## src/rtl/core/fvdh_queue.sv

```systemverilog
// Small register queue used between the front and back ends and at the output.
module fvdh_queue #(
	parameter int WIDTH = 32,
	parameter int DEPTH = 2
) (
	input  logic             clk,
	input  logic             arst_n,
	input  logic             push,
	input  logic [WIDTH-1:0] wdata,
	output logic             full,
	input  logic             pop,
	output logic [WIDTH-1:0] rdata,
	output logic             empty
);
	localparam int AW = $clog2(DEPTH);
	localparam int CW = $clog2(DEPTH + 1);

	logic [WIDTH-1:0] mem_q [DEPTH];
	logic [AW-1:0]    wptr_q;
	logic [AW-1:0]    rptr_q;
	logic [CW-1:0]    cnt_q;
	logic             do_push;
	logic             do_pop;

	assign full    = (cnt_q == CW'(DEPTH));
	assign empty   = (cnt_q == '0);
	assign do_push = push && !full;
	assign do_pop  = pop && !empty;
	assign rdata   = mem_q[rptr_q];

	// Storage is written without reset.
	always_ff @(posedge clk) begin
		if (do_push) begin
			mem_q[wptr_q] <= wdata;
		end
	end

	// Pointers and fill count.
	always_ff @(posedge clk or negedge arst_n) begin
		if (!arst_n) begin
			wptr_q <= '0;
			rptr_q <= '0;
			cnt_q  <= '0;
		end else begin
			if (do_push) begin
				wptr_q <= (wptr_q == AW'(DEPTH - 1)) ? '0 : wptr_q + 1'b1;
			end
			if (do_pop) begin
				rptr_q <= (rptr_q == AW'(DEPTH - 1)) ? '0 : rptr_q + 1'b1;
			end
			if (do_push && !do_pop) begin
				cnt_q <= cnt_q + 1'b1;
			end else if (do_pop && !do_push) begin
				cnt_q <= cnt_q - 1'b1;
			end
		end
	end
endmodule

```

## config.mk

```make
export PLATFORM = sky130hd
export DESIGN_NAME = fvdh_queue
export DESIGN_NICKNAME = d
export VERILOG_FILES = /design/src/rtl/core/fvdh_queue.sv
export SDC_FILE = /design/constraint.sdc
export NUM_CORES = 1
export LEC_CHECK = 0
export BUFFER_PORTS_ARGS = -buffer_cell sky130_fd_sc_hd__clkbuf_2
export CORE_ASPECT_RATIO = 0.5
export CORE_MARGIN = 3
export CORE_UTILIZATION = 50
export DETAILED_ROUTE_END_ITERATION = 10
export PLACE_DENSITY_LB_ADDON = 0.12
export SYNTH_ARGS = -nofsm -noshare
export SYNTH_HDL_FRONTEND = slang
export SYNTH_SLANG_ARGS = --single-unit
export TNS_END_PERCENT = 5
```

## constraint.sdc

```tcl
create_clock -name clk -period 2.9 [get_ports clk]
set_input_delay 0.725 -clock clk [delete_from_list [all_inputs] [get_ports clk]]
set_output_delay 0.725 -clock clk [all_outputs]
set_load 0.05 [all_outputs]
```

==> results.sh, run 1 <==
export IMPL_status="complete, no violations"
export IMPL_cts_tree="built"
export IMPL_syn_to_final_growth_pct=20.6
export IMPL_fmax_mhz=406
export IMPL_drt_drc_violations_left=0
export IMPL_power_leakage_nw=1.33
export IMPL_synth_flop_cell="edfxtp_1"
export IMPL_wl_met1_um=1560
export IMPL_postCtsSetupBuffers=0
export IMPL_critPathArrivalTime_ps=1740
export IMPL_grt_max_degree=33
export IMPL_switching_share=0.416
export IMPL_wl_met3_um=304
export IMPL_fin_crit_sh=0.849
export IMPL_min_path_type="primary input to async pin"
export IMPL_p_per_area_nw_per_um2=1170
export IMPL_grt_use_total=0.149
export IMPL_stdcell_area_um2=3210
export IMPL_syn_mean_instance_area_um2=22.3
export IMPL_p_int_mw=2.20
export IMPL_routed_via_count=1295
export IMPL_worstMarginPinSlew_ps=440
export IMPL_relSlewSlack=0.707
export IMPL_antenna_found_initial=0
export IMPL_start_kind="flop"
export IMPL_die_area_um2=6280
export IMPL_ys_ff_latch=68
export IMPL_routedWlPerCell_um=14.9
export IMPL_nNetsFinal=236
export IMPL_yosysTopAreaCell="edfxtp_1"
export IMPL_critPathKind="flop to output port"
export IMPL_overflow=0
export IMPL_yosys_warnings=0
export IMPL_path_clk_slew_ps=60
export IMPL_synth_async_sr_flop_share=0.0588
export IMPL_crit_fanout=14
export IMPL_synth_top_area_share=0.723
export IMPL_switchingPower_mw=1.57
export IMPL_synth_yosys_seq_area_share=0.760
export IMPL_synthCells=119
export IMPL_core_um2=5020
export IMPL_drt_vias_per_instance=4.76
export IMPL_ant_nets=0
export IMPL_met2RoutedLength_um=2150
export IMPL_dpl_hpwl_um=2800
export IMPL_cts_buffers=9
export IMPL_die_w_um=109
export IMPL_die_height_um=57.6
export IMPL_clock_sinks=68
export IMPL_placementRows=18
export IMPL_synth_fp_nets=156
export IMPL_io_pins=70
export IMPL_htree_levels=3
export IMPL_synth_area_top_cells="edfxtp_1, mux2_4, dfrtp_1"
export IMPL_crit_path_end_kind="output port"
export IMPL_place_ws_ps=755
export IMPL_grt_pass1_vias=1398
export IMPL_fin_ws_ps=438
export IMPL_hold_ws_ps=197
export IMPL_worst_skew_pair_late_latency_ps=320
export IMPL_syn_area_um2=2660
export IMPL_clockBufferDepth=2
export IMPL_place_gp_congestion=0.625
export IMPL_synth_cell_types=15
export IMPL_hold_viol=0
export IMPL_final_layout_size_suffix_gt1_frac=0.589
export IMPL_drt_iter0_drc=32
export IMPL_cts_root_buf="clkbuf_8"
export IMPL_cts_resized=0
export IMPL_cap_violations=0
export IMPL_setup_tns_final_ps=0
export IMPL_synth_edf_count=64
export IMPL_start_util=0.529
export IMPL_comb_power_share=0.458
export IMPL_peakVddDrop_mv=0.958
export IMPL_grt_pass1_wl_um=6600
export IMPL_port_buffers=69
export IMPL_n_antenna_cell=0
export IMPL_setup_violations=0
export IMPL_drt_first_pass_iters=4
export IMPL_synth_most_common_cell="edfxtp_1"
export IMPL_yosys_top_cells_count="edfxtp_1, mux2_4, dfrtp_1"
export IMPL_finClkSkew_ps=4.06
export IMPL_postRouteWirelength_um=4060
export IMPL_clkPwrFrac=0.157
export IMPL_top_layer="met4"
export IMPL_power_frac_seq=0.386
export IMPL_finalCriticalPeriod_ps=2460
export IMPL_rsz0062_at_grt="false"
export IMPL_cts_hold_buf=0
export IMPL_drv_slew=0
export IMPL_placed_area_um2=3060
export IMPL_required_ps=2170
state kept, by name (all words and copies together), names as in the netlist:
name / flops
mem_q: 64
cnt_q: 2
rptr_q: 1
wptr_q: 1
power groups by stage:
| stage | combinational [mW] | clock [mW] | sequential (mW) |
|---|---|---|---|
| after global routing | 1.81 | 0.673 | 1.48 |
| after floorplan | 1.54 | 0 | 1.43 |
| after detailed placement | 1.75 | 0 | 1.48 |
| final | 1.72 | 0.589 | 1.45 |
| after CTS | 1.75 | 0.616 | 1.46 |
| after global placement | 1.73 | 0 | 1.46 |
cell families (layout without fill, tap and decap cells):
| logic type | after synthesis | in the layout | share of synthesized area |
|---|---|---|---|
| muxes | 32 | 32 | 0.176 |
| and+or+nand+nor | 6 | 6 | 0.0104 |
| adders and majority gates | 1 | 1 | 0.00471 |
| DFF | 68 | 68 | 0.760 |
| buffers and inverters | 6 | 89 | 0.0296 |
| AOI/OAI and AO/OA | 1 | 1 | 0.00188 |
| xor gates and xnor gates | 5 | 5 | 0.0165 |
cell usage in the layout, fill, tap and decap left out, types with 2 or more instances in the layout:
cell type  Yosys  routed
clkbuf_8       0       9
dfrtp_1        4       3
clkbuf_2       0      69
buf_4          0       4
mux2_4        29      29
xor2_1         2       2
mux2_2         3       3
edfxtp_1      64      64
inv_1          2       2
clkinv_2       0       3
nor2_1         3       2
xnor2_1        3       3
layout make-up:
type	count	area, µm²
multi-input combinational	45	566
fill	387	1820
inverter	2	7.51
sequential	68	2020
clock inverter	4	18.8
clock buffer	10	128
tap	70	87.6
timing repair buffer	73	375
through the flow:
stage | std cells | util | total power [mW]
floorplan | 119 | - | 2.97
CTS | 272 | 0.638 | 3.82
detailed placement | 258 | 0.609 | 3.22
global route | 272 | 0.638 | 3.97
global placement | 258 | 0.609 | 3.19
finish | 272 | 0.638 | 3.77
path summary, 6_finish.rpt:
kind / from / end / slack [ps] / cells after the start
worst max-delay path: rptr_q$_DFFE_PN0P_ / rdata[14] / 440 / 3
worst min-delay path: arst_n / cnt_q[0]$_DFFE_PN0P_ / 200 / 1
worst max register to register: cnt_q[0]$_DFFE_PN0P_ / mem_q[0][18]$_DFFE_PP_ / 1300 / 4
worst min register to register: cnt_q[1]$_DFFE_PN0P_ / cnt_q[1]$_DFFE_PN0P_ / 540 / 1
max in group asynchronous: arst_n / rptr_q$_DFFE_PN0P_ / 2560 / 1
min in group clk: cnt_q[1]$_DFFE_PN0P_ / cnt_q[1]$_DFFE_PN0P_ / 540 / 1
routing by layer:
metal,up-vias,GRT usage
met3,5,0.0780
met1,631,0.158
met4,0,0.0594
met2,44,0.252
met5,-,0
li1,615,-
critical path, stage by stage, from the launching register on:
cell and delay, ps:
dfrtp_2 490, buf_4 320, mux2_2 360, clkbuf_2 230
(Power assumes the default switching activity.)
==> run 2, diff against run 1 <==
--- a/config.mk
+++ b/config.mk
@@ -5,6 +5,7 @@
 export SDC_FILE = /design/constraint.sdc
 export NUM_CORES = 1
 export LEC_CHECK = 0
+export ABC_AREA = 1
 export BUFFER_PORTS_ARGS = -buffer_cell sky130_fd_sc_hd__clkbuf_2
 export CORE_ASPECT_RATIO = 0.5
 export CORE_MARGIN = 3
==> constraint.sdc (replaced) <==
create_clock -name clk -period 2.45 [get_ports clk]
set_input_delay 0.6125 -clock clk [delete_from_list [all_inputs] [get_ports clk]]
set_output_delay 0.6125 -clock clk [all_outputs]
set_load 0.05 [all_outputs]
==> run 2 against run 1 <==
Count of clock-buffer cells in the layout unchanged. Flip-flop and latch count did not move. Utilization rose by 5.9 points. Sequential share of layout area decreased by 0.84 points. Non-clock buffer count rose by 3. Register-to-register slack got worse by 310 ps. Largest cell class unchanged.
==> results.sh, run 2 <==
export IMPL_status="complete, no violations"
export IMPL_placed_area_um2=3020
export IMPL_synth_cell_types=15
export IMPL_n_antenna_cell=0
export IMPL_crit_fanout=24
export IMPL_wl_met1_um=1920
export IMPL_finClkSkew_ps=6.95
export IMPL_die_area_um2=6060
export IMPL_die_height_um=56.6
export IMPL_hold_viol=0
export IMPL_overflow=0
export IMPL_postCtsSetupBuffers=0
export IMPL_top_regs="mem_q: 64 flops, cnt_q: 2 flops"
export IMPL_drt_drc_violations_left=0
export IMPL_crit_chain="inv_2 > buf_12 > nand2_1 > nand2_1 > clkbuf_2"
export IMPL_clock_sinks=68
export IMPL_port_buffers=69
export IMPL_final_common_cell="nand2_1"
export IMPL_wl_met3_um=287
export IMPL_worstMarginPinSlew_ps=502
export IMPL_path_clk_slew_ps=70
export IMPL_io_pins=70
export IMPL_syn_mean_instance_area_um2=12.9
export IMPL_htree_levels=3
export IMPL_critPathMaxStageDelay_ps=410
export IMPL_grt_pass1_vias=1696
export IMPL_final_cell_mix="nand2_1, clkbuf_2, edfxtp_1"
export IMPL_rsz0062_at_grt="false"
export IMPL_synth_yosys_seq_area_share=0.790
export IMPL_yosysTopAreaCell="edfxtp_1"
export IMPL_synth_area_top_cells="edfxtp_1, nand2_1, dfrtp_1"
export IMPL_drt_vias_per_instance=4.73
export IMPL_grt_pass1_wl_um=7780
export IMPL_drv_slew=0
export IMPL_synth_top_area_share=0.751
export IMPL_largest_reg_flops=64
export IMPL_cts_root_buf="clkbuf_8"
export IMPL_drt_first_pass_iters=4
export IMPL_relSlewSlack=0.662
export IMPL_crit_path_end_kind="output port"
export IMPL_critPathKind="flop to output port"
export IMPL_routed_via_count=1657
export IMPL_routedWlPerCell_um=12.9
export IMPL_min_path_type="primary input to async pin"
export IMPL_synthCells=199
export IMPL_drt_iter0_drc=90
export IMPL_setup_violations=0
export IMPL_fmax_mhz=464
export IMPL_synth_flop_cell="edfxtp_1"
export IMPL_synth_edf_count=64
export IMPL_placementRows=17
export IMPL_core_um2=4660
export IMPL_cp_slowest_cell="dfrtp_1"
export IMPL_antenna_found_initial=0
export IMPL_clockBufferDepth=2
export IMPL_grt_use_total=0.169
export IMPL_start_util=0.549
export IMPL_final_layout_size_suffix_gt1_frac=0.327
export IMPL_cap_violations=0
export IMPL_postRouteWirelength_um=4510
export IMPL_cpMostUsedCell="nand2_1"
export IMPL_stdcell_area_um2=3250
export IMPL_finalCriticalPeriod_ps=2160
export IMPL_cts_resized=0
export IMPL_worst_skew_pair_late_latency_ps=320
export IMPL_yosys_top_cells_count="nand2_1, edfxtp_1, inv_1"
export IMPL_place_gp_congestion=0.705
export IMPL_start_kind="flop"
export IMPL_top_layer="met4"
export IMPL_yosys_warnings=0
export IMPL_cts_tree="built"
export IMPL_nNetsFinal=316
export IMPL_synth_most_common_cell="nand2_1"
export IMPL_dpl_hpwl_um=3080
export IMPL_syn_area_um2=2560
export IMPL_syn_to_final_growth_pct=26.9
export IMPL_synth_fp_nets=236
export IMPL_synth_async_sr_flop_share=0.0588
export IMPL_top_register="mem_q"
export IMPL_cts_buffers=9
export IMPL_setup_tns_final_ps=0
export IMPL_met2RoutedLength_um=2270
export IMPL_required_ps=1840
export IMPL_ant_nets=0
export IMPL_cts_hold_buf=0
export IMPL_critPathArrivalTime_ps=1540
export IMPL_die_w_um=107
export IMPL_ys_ff_latch=68
export IMPL_grt_max_degree=25
export IMPL_fin_crit_sh=0.880
[run 2: cell types whose count changed after synthesis, moves of 2 or more]
cell     change
buf_12       -3
nor2_2       +2
inv_1        +5
nand2_1    +104
mux2_2       -3
mux2_4      -29
xor2_1       -2
buf_2        +4
buf_4        +3
xnor2_1      -2
o21ai_0      +2
[run 2: cell type report]
class / instances / area, µm²
clock inverter: 6 / 103
tap: 66 / 82.6
inverter: 8 / 30.0
fill: 331 / 1410
timing repair buffer: 76 / 410
sequential: 68 / 2020
clock buffer: 10 / 128
multi-input combinational: 116 / 472
[run 2: per-layer routing]
| layer | up-vias | global-route usage |
|---|---|---|
| li1 | 820 | - |
| met2 | 52 | 0.286 |
| met5 | - | 0 |
| met3 | 8 | 0.0689 |
| met4 | 0 | 0.0437 |
| met1 | 777 | 0.202 |
[run 2: worst paths after layout]
path,from,end,slack (ps),cells after the start
max in group asynchronous,arst_n,wptr_q$_DFFE_PN0P_,2230,1
worst min-delay path,arst_n,cnt_q[1]$_DFFE_PN0P_,90,1
min in group clk,wdata[31],mem_q[1][31]$_DFFE_PP_,470,1
worst max register to register,cnt_q[0]$_DFFE_PN0P_,mem_q[1][28]$_DFFE_PP_,990,3
worst max-delay path,rptr_q$_DFFE_PN0P_,rdata[1],290,5
worst min register to register,wptr_q$_DFFE_PN0P_,wptr_q$_DFFE_PN0P_,520,2
[run 2: cells by family (layout without fill, tap and decap cells)]
group	count (synthesis)	after routing	synth area share
and+or+nand+nor	112	112	0.169
DFF	68	68	0.790
buffers and inverters	15	100	0.0284
AOI/OAI and AO/OA	2	2	0.00391
adders and majority gates	1	1	0.00489
xor gates and xnor gates	1	1	0.00342
[run 2: worst max-delay path, delay by kind of cell (launching register included)]
kind	cells	cell delay, ps
AND/OR/NAND/NOR	2	140
flip-flops	1	410
buffers and inverters	3	670
[run 2: metrics by stage]
stage          hold slack [ps]  setup slack, ps  cells   util
2_1_floorplan              317              469    199      -
3_3_place_gp               428              687    334  0.648
3_5_place_dp               430              652    334  0.648
4_1_cts                   72.5              286    350  0.697
5_1_grt                   61.6              173    350  0.697
6_report                  85.6              295    350  0.697
Power of run 2 is left out: the tool's default activity adds up to more than one toggle a clock period on the data nets, which glitch-free logic cannot reach.
==> run 3, diff against run 2 <==
--- a/config.mk
+++ b/config.mk
@@ -10,6 +10,7 @@
 export CORE_ASPECT_RATIO = 0.5
 export CORE_MARGIN = 3
 export CORE_UTILIZATION = 50
+export CTS_BUF_LIST = sky130_fd_sc_hd__clkbuf_2
 export DETAILED_ROUTE_END_ITERATION = 10
 export PLACE_DENSITY_LB_ADDON = 0.12
 export SYNTH_ARGS = -nofsm -noshare
==> constraint.sdc (replaced) <==
create_clock -name clk -period 2.1 [get_ports clk]
set_input_delay 0.525 -clock clk [delete_from_list [all_inputs] [get_ports clk]]
set_output_delay 0.525 -clock clk [all_outputs]
set_load 0.05 [all_outputs]
==> run 3 against run 2 <==
Global-route usage about the same. Final cell count increased by 0.86%. Sequential share of layout area decreased by 5.6 points. Critical endpoint is now rdata[13]. Highest routed layer unchanged.
==> results.sh, run 3 (synthesis gave the netlist of run 2 again) <==
export IMPL_top_layer="met4"
export IMPL_met2RoutedLength_um=2470
export IMPL_cap_violations=0
export IMPL_place_gp_congestion=0.683
export IMPL_placementRows=17
export IMPL_placed_area_um2=3000
export IMPL_start_util=0.549
export IMPL_setup_violations=0
export IMPL_postRouteWirelength_um=5050
export IMPL_cp_slowest_cell="dfrtp_2"
export IMPL_status="complete, no violations"
export IMPL_final_cell_mix="nand2_1, edfxtp_1, clkbuf_2"
export IMPL_io_pins=70
export IMPL_crit_path_end_kind="output port"
export IMPL_overflow=0
export IMPL_p_per_area_nw_per_um2=1750
export IMPL_cts_tree="built"
export IMPL_hold_ws_ps=236
export IMPL_routedWlPerCell_um=14.3
export IMPL_rsz0062_at_grt="true"
export IMPL_grt_pass1_wl_um=7690
export IMPL_crit_chain="clkinv_4 > clkbuf_16 > nand2_1 > nand2_2 > buf_8"
export IMPL_core_um2=4660
export IMPL_place_ws_ps=380
export IMPL_critPathKind="flop to output port"
export IMPL_path_buf_inv=3
export IMPL_drt_vias_per_instance=4.86
export IMPL_grt_use_total=0.169
export IMPL_min_path_type="primary input to flop"
export IMPL_drt_first_pass_iters=4
export IMPL_wl_met1_um=2130
export IMPL_final_common_cell="nand2_1"
export IMPL_clock_sinks=68
export IMPL_power_leakage_nw=1.55
export IMPL_clkPwrFrac=0.133
export IMPL_crit_fanout=9
export IMPL_comb_power_share=0.552
export IMPL_die_height_um=56.6
export IMPL_fmax_mhz=499
export IMPL_critPathTopFamily="flip-flops"
export IMPL_fin_ws_ps=94.8
export IMPL_die_area_um2=6060
export IMPL_power_frac_seq=0.315
export IMPL_grt_max_degree=33
export IMPL_top_regs="mem_q: 64 flops, cnt_q: 2 flops"
export IMPL_htree_levels=3
export IMPL_fin_crit_sh=0.955
export IMPL_critPathMaxStageDelay_ps=460
export IMPL_regArea_um2=2020
export IMPL_peakVddDrop_mv=1.17
export IMPL_nNetsFinal=319
export IMPL_grt_pass1_vias=1702
export IMPL_relSlewSlack=0.705
export IMPL_path_clk_slew_ps=180
export IMPL_cts_buffers=9
export IMPL_drt_iter0_drc=95
export IMPL_finalCriticalPeriod_ps=2010
export IMPL_setup_tns_final_ps=0
export IMPL_stdcell_area_um2=3570
export IMPL_required_ps=1570
export IMPL_top_register="mem_q"
export IMPL_utilization=0.766
export IMPL_worst_skew_pair_late_latency_ps=460
export IMPL_critPathArrivalTime_ps=1480
export IMPL_start_kind="flop"
export IMPL_dpl_hpwl_um=3060
export IMPL_hold_viol=0
export IMPL_ant_nets=0
export IMPL_port_buffers=69
export IMPL_switching_share=0.442
export IMPL_largest_reg_flops=64
export IMPL_wl_met3_um=368
export IMPL_worstMarginPinSlew_ps=437
export IMPL_n_antenna_cell=0
export IMPL_clockBufferDepth=2
export IMPL_drv_slew=0
export IMPL_antenna_found_initial=0
export IMPL_cts_root_buf="clkbuf_2"
export IMPL_syn_to_final_growth_pct=39.5
export IMPL_routed_via_count=1717
export IMPL_finClkSkew_ps=10.4
export IMPL_p_int_mw=3.48
export IMPL_final_layout_size_suffix_gt1_frac=0.429
export IMPL_drt_drc_violations_left=0
export IMPL_nFillCells=288
export IMPL_die_w_um=107
export IMPL_switchingPower_mw=2.76
export IMPL_multi_input_area_um2=534
==> run 3: cell count changes in the layout (fill, tap and decap cells not counted), sizes merged <==
cell	previous run	this run
buf	7	40
clkbuf	79	47
clkinv	3	6
bufinv	3	2
dlygate4sd3	0	1
inv	8	7
==> run 3: worst paths after layout <==
path / startpoint / end / slack (ps) / cells after the start
worst max-delay path: rptr_q$_DFFE_PN0P_ / rdata[13] / 90 / 5
worst min-delay path: wdata[17] / mem_q[0][17]$_DFFE_PP_ / 240 / 1
worst max register to register: cnt_q[1]$_DFFE_PN0P_ / mem_q[0][16]$_DFFE_PP_ / 610 / 6
worst min register to register: wptr_q$_DFFE_PN0P_ / wptr_q$_DFFE_PN0P_ / 510 / 2
max in group asynchronous: arst_n / rptr_q$_DFFE_PN0P_ / 1570 / 2
min in group asynchronous: arst_n / rptr_q$_DFFE_PN0P_ / 380 / 2
==> run 3: layout make-up <==
| type | count | area share |
|---|---|---|
| timing repair buffer | 79 | 0.212 |
| inverter | 8 | 0.00982 |
| multi-input combinational | 116 | 0.150 |
| clock buffer | 9 | 0.0126 |
| sequential | 68 | 0.567 |
| clock inverter | 7 | 0.0256 |
| tap | 66 | 0.0231 |
==> run 3: power groups by stage <==
stage | Clock, mW | Combinational [mW] | Sequential [mW]
global placement | 0 | 2.50 | 1.97
finish | 0.833 | 3.45 | 1.96
CTS | 0.862 | 2.97 | 1.95
floorplan | 0 | 1.95 | 1.96
global route | 0.914 | 3.65 | 2.00
detailed placement | 0 | 2.53 | 1.98
==> run 3: per-layer routing <==
metal  up-vias  GRT usage
met5         -          0
met2        59      0.275
li1        834          -
met4         0     0.0783
met3        11     0.0620
met1       813      0.201
==> run 3: worst reg2reg max path: stages, from the launching register on <==
cell,delay (ps)
dfrtp_1,440
inv_1,110
nor2_2,60
nor2_2,140
nand2_1,90
inv_1,80
buf_4,280
==> run 3: repair_timing <==
| item | in CTS | in global routing |
|---|---|---|
| pin swaps | 0 | 0 |
| gates cloned | 0 | 1 |
| hold buffers | 1 | 0 |
| resized for setup | 57 | 76 |
| setup endpoints to repair | 32 | 32 |
| hold endpoints to repair | 4 | 0 |
| buffers inserted | 0 | 1 |
==> run 3: stage by stage <==
stage                     cells  power, mW
after CTS                   351       5.79
after global routing        353       6.56
after global placement      334       4.47
after detailed placement    334       4.51
final                       353       6.25
after floorplan             199       3.91
