$ cat config.mk
export PLATFORM = sky130hd
export DESIGN_NAME = fvdh_front
export DESIGN_NICKNAME = d
export VERILOG_FILES = /design/src/rtl/core/fvdh_pkg.sv /design/src/rtl/core/fvdh_front.sv
export SDC_FILE = /design/constraint.sdc
export NUM_CORES = 1
export LEC_CHECK = 0
export BUFFER_PORTS_ARGS = -buffer_cell sky130_fd_sc_hd__buf_2
export CORE_MARGIN = 10
export CORE_UTILIZATION = 34
export CTS_BUF_LIST = sky130_fd_sc_hd__clkbuf_8
export DETAILED_ROUTE_END_ITERATION = 8
export GPL_TIMING_DRIVEN = 0
export MAX_ROUTING_LAYER = met4
export PLACE_DENSITY = 0.64
export SYNTH_ARGS = -nofsm -noshare
export SYNTH_HDL_FRONTEND = slang
export SYNTH_SLANG_ARGS = --single-unit
$ cat constraint.sdc
create_clock -name clk -period 10.75 [get_ports clk]
set_input_delay 1.075 -clock clk [delete_from_list [all_inputs] [get_ports clk]]
set_output_delay 1.075 -clock clk [all_outputs]
set_load 0.05 [all_outputs]
$ cat src/rtl/core/fvdh_pkg.sv
// Shared types and codes for the float vector dedup hash unit.
package fvdh_pkg;

	// Operation codes carried in the kind field.
	localparam logic [1:0] KIND_ADD    = 2'd0;
	localparam logic [1:0] KIND_FIND   = 2'd1;
	localparam logic [1:0] KIND_CLEAR  = 2'd2;
	// Code with no operation; it changes nothing and still gives a result.
	localparam logic [1:0] KIND_UNUSED = 2'd3;

	// Result value reported when no stored value applies.
	localparam logic signed [31:0] NO_VALUE = -32'sd1;

	// One result item as it leaves the back end.
	typedef struct packed {
		logic               found;
		logic signed [31:0] value;
		logic               inserted;
		logic               pool_full;
	} res_t;

endpackage

$ cat src/rtl/core/fvdh_front.sv
// Front end: takes items, hashes the key one word a cycle and reduces it to a bucket.
module fvdh_front #(
	parameter int BUCKET_COUNT  = 1024,
	parameter int MAX_KEY_WORDS = 4
) (
	input  logic        clk,
	input  logic        arst_n,
	input  logic        push,
	output logic        full,
	input  logic [1:0]  kind,
	input  logic [31:0] key_word0,
	input  logic [31:0] key_word1,
	input  logic [31:0] key_word2,
	input  logic [31:0] key_word3,
	input  logic [30:0] value_index,
	input  logic [2:0]  key_words_q,
	input  logic        hold,
	input  logic        q_full,
	output logic        q_push,
	output logic [2 + $clog2(MAX_KEY_WORDS + 1) + $clog2(BUCKET_COUNT) + 31
		+ MAX_KEY_WORDS * 32 - 1:0] q_data
);
	localparam int  KW      = MAX_KEY_WORDS * 32;
	localparam int  NW      = $clog2(MAX_KEY_WORDS + 1);
	localparam int  BW      = $clog2(BUCKET_COUNT);
	localparam bit  IS_POW2 = (BUCKET_COUNT & (BUCKET_COUNT - 1)) == 0;
	// Reciprocal of the bucket count, scaled by 2^(32 + BW).
	localparam logic [63:0] RECIP = (64'd1 << (32 + BW)) / 64'(BUCKET_COUNT);

	typedef enum logic [3:0] {
		F_IDLE = 4'b0001,
		F_HASH = 4'b0010,
		F_MOD  = 4'b0100,
		F_PUSH = 4'b1000
	} fstate_t;

	fstate_t        state_q;
	logic [1:0]     kind_q;
	logic [NW-1:0]  n_q;
	logic [30:0]    value_q;
	logic [KW-1:0]  key_q;
	logic [KW-1:0]  shift_q;
	logic [NW-1:0]  wcnt_q;
	logic [31:0]    hash_q;
	logic [31:0]    quot_q;
	logic [31:0]    rem_q;
	logic [1:0]     mod_step_q;
	logic [BW-1:0]  bucket_q;

	logic [255:0]   port_key;
	logic [KW-1:0]  key_in;
	logic [NW-1:0]  n_in;
	logic [31:0]    hash_next;
	logic [64:0]    mod_prod;
	logic [31:0]    mod_quot;
	logic [31:0]    mod_rem;
	logic [BW-1:0]  rem_fix;
	logic           accept;

	// Folds one key word into the running hash, low byte first.
	function automatic logic [31:0] hash_word(input logic [31:0] h_in,
		input logic [31:0] word);
		logic [31:0] h;
		logic [7:0]  b;
		h = h_in;
		for (int i = 0; i < 4; i++) begin
			b = word[i*8 +: 8];
			h = (h << 5) + h + {{24{b[7]}}, b};
		end
		return h;
	endfunction

	// Key words beyond the four ports read as zero.
	assign port_key = {128'd0, key_word3, key_word2, key_word1, key_word0};
	assign key_in   = port_key[KW-1:0];

	// Clamp the configured word count into its legal range.
	always_comb begin
		if (key_words_q == 3'd0) begin
			n_in = NW'(1);
		end else if (int'(key_words_q) > MAX_KEY_WORDS) begin
			n_in = NW'(MAX_KEY_WORDS);
		end else begin
			n_in = NW'(key_words_q);
		end
	end

	// Hash step.
	assign hash_next = hash_word(hash_q, shift_q[31:0]);

	// Remainder by reciprocal multiplication: the estimated quotient is at most
	// one too small, so one compare and subtract finishes the reduction.
	assign mod_prod = 65'(hash_q) * 65'(RECIP[32:0]);
	assign mod_quot = 32'(mod_prod >> (32 + BW));
	assign mod_rem  = hash_q - quot_q * 32'(BUCKET_COUNT);
	assign rem_fix  = (rem_q >= 32'(BUCKET_COUNT))
		? BW'(rem_q - 32'(BUCKET_COUNT)) : BW'(rem_q);

	assign full   = (state_q != F_IDLE) || hold;
	assign accept = push && !full;
	assign q_push = (state_q == F_PUSH) && !q_full;
	assign q_data = {kind_q, n_q, bucket_q, value_q, key_q};

	// Item payload registers.
	always_ff @(posedge clk) begin
		if (accept) begin
			kind_q  <= kind;
			n_q     <= n_in;
			value_q <= value_index;
			key_q   <= key_in;
		end
	end

	// Sequencer for hashing and bucket reduction.
	always_ff @(posedge clk or negedge arst_n) begin
		if (!arst_n) begin
			state_q    <= F_IDLE;
			shift_q    <= '0;
			wcnt_q     <= '0;
			hash_q     <= '0;
			quot_q     <= '0;
			rem_q      <= '0;
			mod_step_q <= '0;
			bucket_q   <= '0;
		end else begin
			unique case (state_q)
				F_IDLE: begin
					if (accept) begin
						shift_q <= key_in;
						wcnt_q  <= n_in;
						hash_q  <= '0;
						if (kind == fvdh_pkg::KIND_ADD || kind == fvdh_pkg::KIND_FIND) begin
							state_q <= F_HASH;
						end else begin
							state_q <= F_PUSH;
						end
					end
				end
				F_HASH: begin
					hash_q  <= hash_next;
					shift_q <= shift_q >> 32;
					wcnt_q  <= wcnt_q - 1'b1;
					if (wcnt_q == NW'(1)) begin
						if (IS_POW2) begin
							bucket_q <= hash_next[BW-1:0];
							state_q  <= F_PUSH;
						end else begin
							mod_step_q <= 2'd0;
							state_q    <= F_MOD;
						end
					end
				end
				F_MOD: begin
					if (mod_step_q == 2'd0) begin
						quot_q     <= mod_quot;
						mod_step_q <= 2'd1;
					end else if (mod_step_q == 2'd1) begin
						rem_q      <= mod_rem;
						mod_step_q <= 2'd2;
					end else begin
						bucket_q <= rem_fix;
						state_q  <= F_PUSH;
					end
				end
				F_PUSH: begin
					if (!q_full) begin
						state_q <= F_IDLE;
					end
				end
				default: begin
					state_q <= F_IDLE;
				end
			endcase
		end
	end
endmodule

==> out/qor.yml, run 1 <==
drt_iter0_drc: 588
pre_cts_slack_ns: 4.157
worstSetupEndpointType: "register"
final_cell_area_um2: 16990
vias: 10050
clkSinkCount: 318
synth_edf_count: 164
cp_max_fo: 4
reg2reg_slack_ns: 4.18
grt_max_degree: 68
ant_nets: 0
synthCells: 1154
whs_ns: 0.3294
drive_gt1_frac: 0.2659
fin_crit_ns: 6.573
rsz0062_at_grt: "false"
fp.dieArea_um2: 47940
syn_area_um2: 13460
overflow: 0
layout_setup_ws_ns: 4.177
yosysMostFrequentCell: "nand2_1"
timing.fmax_mhz: 152.1
cts_max_level: 2
arrival_ns: 7.11
period_share: 0.6114
antenna_found_initial: 7
firstDrtPassIters: 5
yosys.area.top_type_share: 0.3660
setup_viol: 0
synth_flop_cell: "edfxtp_1"
crit_slowest_cell: "fa_1"
status: "finished clean"
vias_per_cell: 4.725
io_pins: 345
r2r-end: "bucket_q[9]$_DFFE_PN0P_"
synth.avg_cell_area_um2: 11.66
clk_latency_ns: 0.63
clkTransAtPathRegs_ns: 0.06
cts_hold_buf: 0
grt.total_usage: 0.1742
start_util: 0.3458
relSlewSlack: 0.4424
final_max_slew_viol_count: 0
synth-async-reset-ratio: 0.4843
max_stage_delay_ns: 0.48
root_buffer: "clkbuf_8"
die_h_um: 218.9
synthTopCellsByCount: "nand2_1, edfxtp_1, dfrtp_1, nor2_1, a31oi_1"
reg2reg_depth: 26
fillers: 3780
ctsResizeCount: 0
crit_path_start_kind: "register"
row_count: 72
syn2layout_area_growth_pct: 26.26
drc: 0
synthTopCellsByArea: "edfxtp_1, dfrtp_1, nand2_1, ha_1, a31oi_1"
hp-class: "input pin to async pin"
finClkSkew_ns: 0.03199
synth_cell_type_count: 41
die_w_um: 218.9
gp_congestion: 0.8558
final-hold-violation-count: 0
fin_setup_tns_ns: 0
grt_pass1_wl_mm: 61.95
synth_seq_cells: 318
synth_top_area_cell: "edfxtp_1"
port_buffers: 344
post_cts_buffers: 0
cts_tree: "yes"
dpl-instance-area_um2: 15950
worst_pin_slew_ns: 0.8364
totalWireLength_mm: 41.12
ys_seq_area_frac: 0.6524
place_hpwl_mm: 32.05
cts_buffer_depth: 3
path_class: "register to register"
drv_cap: 0
cts_made_buffers: 54
syn-num-nets: 1397
grt_pass1_vias: 10820
rr_startpoint: "hash_q[1]$_DFFE_PN0P_"
crit_top_cell: "ha_1"
yosys_warnings: 0
crit_required_ns: 11.28
wl_per_cell_um: 19.34
nNetsFinal: 1801
coreArea_um2: 38920
## stage by stage
stage	cells	utilization
3_5_place_dp	2020	0.4098
5_1_grt	2126	0.4366
6_report	2126	0.4366
3_3_place_gp	2016	0.4067
4_1_cts	2120	0.4362
2_1_floorplan	1154	-
## cells in the final DEF (no fill, tap or decap), types with 16 or more instances in the layout
| cell | instances |
|---|---|
| fa_1 | 20 |
| clkbuf_8 | 61 |
| a31oi_1 | 98 |
| ha_1 | 54 |
| nor2_1 | 105 |
| o21ai_1 | 17 |
| a21oi_1 | 52 |
| nand3_1 | 16 |
| dfrtp_1 | 153 |
| edfxtp_1 | 164 |
| clkbuf_1 | 53 |
| inv_1 | 65 |
| nand2_1 | 276 |
| xnor2_1 | 25 |
| buf_2 | 343 |
## per-layer routing
metal | share of wire | global-route usage
met3 | 0.060 | 0.04415
met2 | 0.51 | 0.2935
met4 | 0.018 | 0.04551
met5 | 0 | -
met1 | 0.41 | 0.2043
## logic make-up (layout without fill, tap and decap cells)
family	count (synthesis)	count (layout)	synth area share
AND/OR/NAND/NOR	420	420	0.1238
flip-flops	318	318	0.6524
AO/OA/AOI/OAI	198	198	0.08740
buffers and inverters	105	553	0.02929
adder cells (fa/ha/maj)	74	74	0.07996
XOR/XNOR	35	35	0.02380
multiplexers	4	4	0.003254
other	0	6	0
## state kept, by name (all words and copies together), names as in the netlist
signal and cells:
value_q 31, kind_q 2, n_q 3, key_q 128, hash_q 10, shift_q 128
wcnt_q 3, bucket_q 10, state_q 3
## area by class of cell
cell class | count | area, um^2 | area share
flip-flops and latches | 318 | 8780 | 0.5168
multi-input cells | 731 | 4283 | 0.2521
repair buffers | 348 | 1838 | 0.1082
clock buffers | 61 | 839.6 | 0.04941
well taps | 518 | 648.1 | 0.03815
plain buffers | 58 | 221.5 | 0.01303
clock inverters | 39 | 188.9 | 0.01112
inverters | 47 | 176.4 | 0.01038
diodes | 6 | 15.01 | 0.0008837
## worst max path at each step
stage,from,cells after the start,slack (ns),to
6_report,hash_q[1]$_DFFE_PN0P_,26,4.18,bucket_q[9]$_DFFE_PN0P_
5_1_grt,hash_q[1]$_DFFE_PN0P_,26,3.75,bucket_q[9]$_DFFE_PN0P_
4_1_cts,hash_q[1]$_DFFE_PN0P_,26,4.12,bucket_q[9]$_DFFE_PN0P_
3_5_place_dp,hash_q[1]$_DFFE_PN0P_,26,4.16,bucket_q[9]$_DFFE_PN0P_
3_3_place_gp,hold,8,0.36,shift_q[122]$_DFFE_PN0P_
2_1_floorplan,hold,5,3.54,key_q[0]$_DFFE_PP_
## critical path, delay by kind of cell (launching register included)
| kind | cells | cell delay [ns] |
|---|---|---|
| adder cells (fa/ha/maj) | 9 | 3.08 |
| AO/OA/AOI/OAI | 8 | 1.22 |
| XOR/XNOR | 4 | 1.13 |
| flip-flops | 1 | 0.46 |
| AND/OR/NAND/NOR | 2 | 0.45 |
| buffers and inverters | 3 | 0.17 |
Power of run 1 is not shown: default switching activity piles up to over one toggle a cycle in this logic, so the estimate is an artifact.
==> run 2, diff against run 1 <==
ABC_AREA = 1   (was default)
clock period = 6.7 ns   (was 10.75 ns; I/O delays follow)
==> run 2 against run 1 <==
Count of clock-buffer cells in the layout stayed put. Die area is 1.6% higher. Maximum frequency is 2.9% higher. Via count is 2.3% higher. Clock skew is 0.010 ns lower. Critical path type unchanged.
==> out/qor.yml, run 2 <==
row_count: 73  # +1.4%
layout_common_cells: "buf_2, inv_1, nand2_1"
yosys.area.top_type_share: 0.3596  # -0.006320
antenna_found_initial: 5  # -2
drt_iter0_drc: 596  # +1.4%
crit_required_ns: 7.28  # -4.00 ns
clk_latency_ns: 0.64  # about the same
final_max_slew_viol_count: 0  # unchanged
grt_pass1_wl_mm: 63.80  # +3.0%
die_h_um: 220.7  # +0.79%
synthTopCellsByCount: "inv_1, nand2_1, edfxtp_1, dfrtp_1, nor3_1"
syn-num-nets: 1412  # +1.1%
overflow: 0  # unchanged
status: "finished clean"
wl_per_cell_um: 20.17  # +4.3%
max_stage_delay_ns: 0.57  # +0.09 ns
synth_top_area_cell: "edfxtp_1"
gp_congestion: 0.8877  # +3.7%
relSlewSlack: 0.4491  # +0.006636
synthTopCellsByArea: "edfxtp_1, dfrtp_1, ha_1, inv_1, nand2_1"
port_buffers: 344  # unchanged
fin_setup_tns_ns: 0  # unchanged
final_common_cell: "buf_2"
fin_crit_ns: 6.390  # -0.1829 ns
place_inst: 2040  # +0.99%
syn_area_um2: 13690  # +1.8%
cts_max_level: 2  # unchanged
reg2reg_slack_ns: 0.31  # -3.87 ns
ys_seq_area_frac: 0.6412  # -0.01127
clkSinkCount: 318  # unchanged
grt.total_usage: 0.1799  # +0.005667
drv_cap: 0  # unchanged
fp.dieArea_um2: 48700  # +1.6%
synth_cell_type_count: 36  # -12%
crit_slowest_cell: "fa_2"
final-hold-violation-count: 0  # unchanged
cp-startpoint: "hash_q[1]$_DFFE_PN0P_"
setup_viol: 0  # unchanged
period_share: 0.9537  # +0.3423
io_pins: 345  # unchanged
cts_buffer_depth: 3  # unchanged
crit_path_start_kind: "register"
synth_edf_count: 164  # unchanged
root_buffer: "clkbuf_8"
syn2layout_area_growth_pct: 26.79
worst_pin_slew_ns: 0.8264  # -0.009954 ns
worstSetupEndpointType: "register"
die_w_um: 220.7  # +0.79%
coreArea_um2: 39820  # +2.3%
hp-class: "input pin to register"
synth.avg_cell_area_um2: 11.71  # +0.45%
place_hpwl_mm: 33.25  # +3.7%
vias: 10270  # +2.3%
path_class: "register to register"
arrival_ns: 6.97  # -0.14 ns
timing.fmax_mhz: 156.5  # +2.9%
crit_end: "hash_q[9]$_DFFE_PN0P_"
final_cells: 2150  # +1.1%
reg2reg_depth: 32  # +23%
grt_pass1_vias: 10720  # -0.98%
nNetsFinal: 1816  # +0.83%
grt_max_degree: 113  # +66%
ant_nets: 0  # unchanged
yosys_warnings: 0  # unchanged
firstDrtPassIters: 5  # unchanged
totalWireLength_mm: 43.36  # +5.5%
cp_max_fo: 4  # unchanged
start_util: 0.3438  # -0.001927
rr_startpoint: "hash_q[1]$_DFFE_PN0P_"
finClkSkew_ns: 0.02199  # -0.009999 ns
reg.largest.list: "key_q: 128 flops, shift_q: 128 flops, value_q: 31 flops"
synthCells: 1169  # +1.3%
synth_flop_cell: "edfxtp_1"
synth-async-reset-ratio: 0.4843  # unchanged
vias_per_cell: 4.778  # +1.1%
cts_made_buffers: 54  # unchanged
clkTransAtPathRegs_ns: 0.06  # about the same
drc: 0  # unchanged
cts_tree: "yes"
r2r-end: "hash_q[9]$_DFFE_PN0P_"
synth_seq_cells: 318  # unchanged
drive_gt1_frac: 0.2922  # +0.02624
==> run 2: changes by cell type in the layout (fill, tap and decap cells not counted), moves of 15 or more <==
cell,previous run,this run
a211oi_1,0,24
a21oi_1,52,15
a221oi_1,0,42
a31oi_1,98,22
buf_2,343,360
clkbuf_1,53,26
inv_1,65,194
nand2_1,276,167
nor2_1,105,67
nor3_1,3,70
o21ai_0,8,61
o21ai_1,17,0
xnor2_1,25,10
==> run 2: stage by stage <==
step | setup WS (ns) | hold slack, ns | utilization | instance area, um^2
final | 0.3101 | 0.2109 | 0.4360 | 17360
after floorplan | 0.8055 | 0.3744 | - | 13690
after CTS | 0.02299 | 0.1498 | 0.4330 | 17240
after global placement | 0.2566 | 0.4663 | 0.4036 | 16070
after detailed placement | 0.05378 | 0.4692 | 0.4054 | 16140
after global routing | -0.04839 | 0.1659 | 0.4359 | 17360
==> run 2: final cells by class <==
cell class                 instances  area [um^2]
multi-input combinational        628         4095
tap                              525        656.9
fill                            3845        22460
sequential                       318         8782
buffer                            52        276.5
clock buffer                      61        839.6
inverter                         171        641.9
timing repair buffer             348         1804
clock inverter                    41        250.2
antenna                            6        15.01
==> run 2: worst min-delay path by stage <==
stage	start	cells past startpoint	slack, ns	to
5_1_grt	value_index[16]	1	0.17	value_q[16]$_DFFE_PP_
3_5_place_dp	bucket_q[1]$_DFFE_PN0P_	2	0.47	bucket_q[1]$_DFFE_PN0P_
6_report	value_index[8]	1	0.21	value_q[8]$_DFFE_PP_
4_1_cts	value_index[8]	1	0.15	value_q[8]$_DFFE_PP_
2_1_floorplan	arst_n	0	0.37	bucket_q[0]$_DFFE_PN0P_
3_3_place_gp	bucket_q[0]$_DFFE_PN0P_	2	0.47	bucket_q[0]$_DFFE_PN0P_
==> run 2: layer usage <==
layer	routed length (um)	global-route usage	part of all wire	up-vias
met5	0	-	0	-
met4	1676	0.07912	0.039	0
met3	2508	0.04097	0.058	99
met2	21880	0.2937	0.50	314
met1	17300	0.2094	0.40	5019
li1	-	-	-	4841
==> run 2: logic make-up after synthesis <==
logic type,count (synthesis),synth area share
flip-flops,318,0.6412
AO/OA/AOI/OAI,191,0.09366
adder cells (fa/ha/maj),74,0.07858
XOR/XNOR,26,0.01663
AND/OR/NAND/NOR,337,0.1034
buffers and inverters,223,0.06652
==> run 2: repair_timing <==
item	4_1_cts	5_1_grt
buffers inserted	0	1
resized for setup	0	20
hold buffers	1	0
setup endpoints to repair	0	2
endpoints found under the hold margin	48	0
==> run 2: critical path, delay by kind of cell (launching register included) <==
kind / cells / cell delay [ns]
adders and majority gates: 9 / 3.31
buffers and inverters: 4 / 0.21
AOI/OAI and AO/OA: 5 / 0.74
DFF: 1 / 0.46
and+or+nand+nor: 12 / 1.19
xor gates and xnor gates: 2 / 0.43
Power of run 2 is left out for the same reason.
==> run 3, diff against run 2 <==
CORE_MARGIN = 2   (was 10)
CTS_BUF_LIST = default   (was sky130_fd_sc_hd__clkbuf_8)
==> run 3 against run 2 <==
Worst setup slack gained 0.047 ns. First-iteration DRC count grew 3.4%. Cell count shrank 1.4%. Die area shrank 14%. Register-to-register slack gained 0.05 ns.
==> out/qor.yml, run 3 (synthesized netlist as in run 2, its figures left out) <==
finClkSkew_ns: 0.01137  # -0.01062 ns
grt_pass1_wl_mm: 58.93  # -7.6%
totalWireLength_mm: 40.21  # -7.3%
path_class: "register to register"
crit_path_start_kind: "register"
status: "finished clean"
cts_made_buffers: 37  # -31%
worst_pin_slew_ns: 0.8753  # +0.04885 ns
crit_slowest_cell: "fa_2"
r2r-end: "bucket_q[9]$_DFFE_PN0P_"
clk_latency_ns: 0.55  # -0.09 ns
layout_common_cells: "buf_2, inv_1, nand2_1"
fp.dieArea_um2: 41900  # -14%
rr_startpoint: "hash_q[1]$_DFFE_PN0P_"
period_share: 0.9467  # -0.006998
setup_viol: 0  # unchanged
port_buffers: 344  # unchanged
drt_iter0_drc: 616  # +3.4%
cts_tree: "yes"
clkSinkCount: 318  # unchanged
overflow: 0  # unchanged
cts_hold_buf: 0  # -1
reg.largest.list: "key_q: 128 flops, shift_q: 128 flops, value_q: 31 flops"
timing.fmax_mhz: 157.7  # +0.74%
ant_nets: 0  # unchanged
reg2reg_depth: 32  # unchanged
nNetsFinal: 1799  # -0.94%
die_w_um: 204.7  # -7.3%
cts_max_level: 2  # unchanged
arrival_ns: 6.77  # -0.20 ns
cts_buffer_depth: 3  # unchanged
row_count: 73  # unchanged
grt_max_degree: 111  # -1.8%
die_h_um: 204.7  # -7.3%
grt.total_usage: 0.1950  # +0.01516
cp_max_fo: 3  # -1
worstSetupEndpointType: "register"
final-hold-violation-count: 0  # unchanged
drv_cap: 0  # unchanged
hp-class: "input pin to async pin"
vias_per_cell: 4.778  # about the same
reg2reg_slack_ns: 0.36  # +0.05 ns
io_pins: 345  # unchanged
start_util: 0.3446  # +0.0007905
gp_congestion: 0.8823  # -0.61%
vias: 10130  # -1.4%
grt_pass1_vias: 10130  # -5.5%
coreArea_um2: 39730  # -0.23%
final_max_slew_viol_count: 0  # unchanged
crit_required_ns: 7.13  # -0.15 ns
fin_crit_ns: 6.343  # -0.04688 ns
antenna_found_initial: 9  # +4
firstDrtPassIters: 5  # unchanged
final_common_cell: "buf_2"
relSlewSlack: 0.4165  # -0.03257
rsz0062_at_grt: "false"
drc: 0  # unchanged
place_hpwl_mm: 30.68  # -7.7%
max_stage_delay_ns: 0.56  # about the same
fin_setup_tns_ns: 0  # unchanged
root_buffer: "clkbuf_16"
syn2layout_area_growth_pct: 28.23
wl_per_cell_um: 18.98  # -5.9%
drive_gt1_frac: 0.2858  # -0.006351
clkTransAtPathRegs_ns: 0.05  # about the same
## run 3: changes by cell type in the layout (fill, tap and decap cells not counted), moves of 2 or more
cell       change
clkbuf_16     +40
clkbuf_8      -59
clkbuf_1      +11
inv_1         -26
ha_4           +2
bufinv_16      +2
clkinv_2       -2
ha_2           -3
diode_2        +3
## run 3: layer usage
metal  wire [um]  track usage  up-vias
li1            -            -     4811
met1       16300       0.2304     4955
met2       20240       0.3244      284
met3        2233      0.04359       75
met4        1434      0.07557        0
met5           0            -        -
## run 3: final cells by class
type                            instances  area (um^2)
Antenna cell                            9        22.52
Inverter                              171        641.9
Clock inverter                         15        207.7
Tap cell                              525        656.9
Clock buffer                           53         1070
Fill cell                            3757        22170
Buffer                                 52        276.5
Multi-Input combinational cell        628         4101
Sequential cell                       318         8783
Timing Repair Buffer                  348         1798
## run 3: worst max-delay path by stage
stage | start | endpoint | slack (ns) | cells past startpoint
3_5_place_dp | hash_q[1]$_DFFE_PN0P_ | bucket_q[9]$_DFFE_PN0P_ | 0.07 | 34
5_1_grt | hash_q[1]$_DFFE_PN0P_ | hash_q[9]$_DFFE_PN0P_ | 0.001 | 32
4_1_cts | hash_q[1]$_DFFE_PN0P_ | hash_q[9]$_DFFE_PN0P_ | 0.03 | 34
6_report | hash_q[1]$_DFFE_PN0P_ | bucket_q[9]$_DFFE_PN0P_ | 0.36 | 32
3_3_place_gp | hash_q[1]$_DFFE_PN0P_ | hash_q[9]$_DFFE_PN0P_ | 0.23 | 34
2_1_floorplan | hash_q[1]$_DFFE_PN0P_ | hash_q[9]$_DFFE_PN0P_ | 0.81 | 34
## run 3: per-stage QoR
stage	instances	hold WS, ns	area (um^2)	setup WS (ns)	utilization
global placement	2038	0.4660	16070	0.2309	0.4045
finish	2119	0.1842	17560	0.3570	0.4419
floorplan	1169	0.3744	13690	0.8055	-
global route	2118	0.2597	17560	0.001156	0.4419
detailed placement	2040	0.4762	16140	0.06894	0.4062
CTS	2108	0.2324	17420	0.02549	0.4384
## run 3: timing repair
action                     4_1_cts  5_1_grt
resized for setup                0       19
setup endpoints to repair        0        2
setup buffers                    0        2
## run 3: critical path, delay by kind of cell, from the launching register on
| kind | cells | cell delay (ns) |
|---|---|---|
| xor+xnor | 2 | 0.36 |
| compound gates | 6 | 0.84 |
| buf+inv | 5 | 0.27 |
| fa+ha+maj | 9 | 3.30 |
| simple gates | 10 | 1.01 |
| flops | 1 | 0.45 |
Power of run 3 is left out for the same reason.
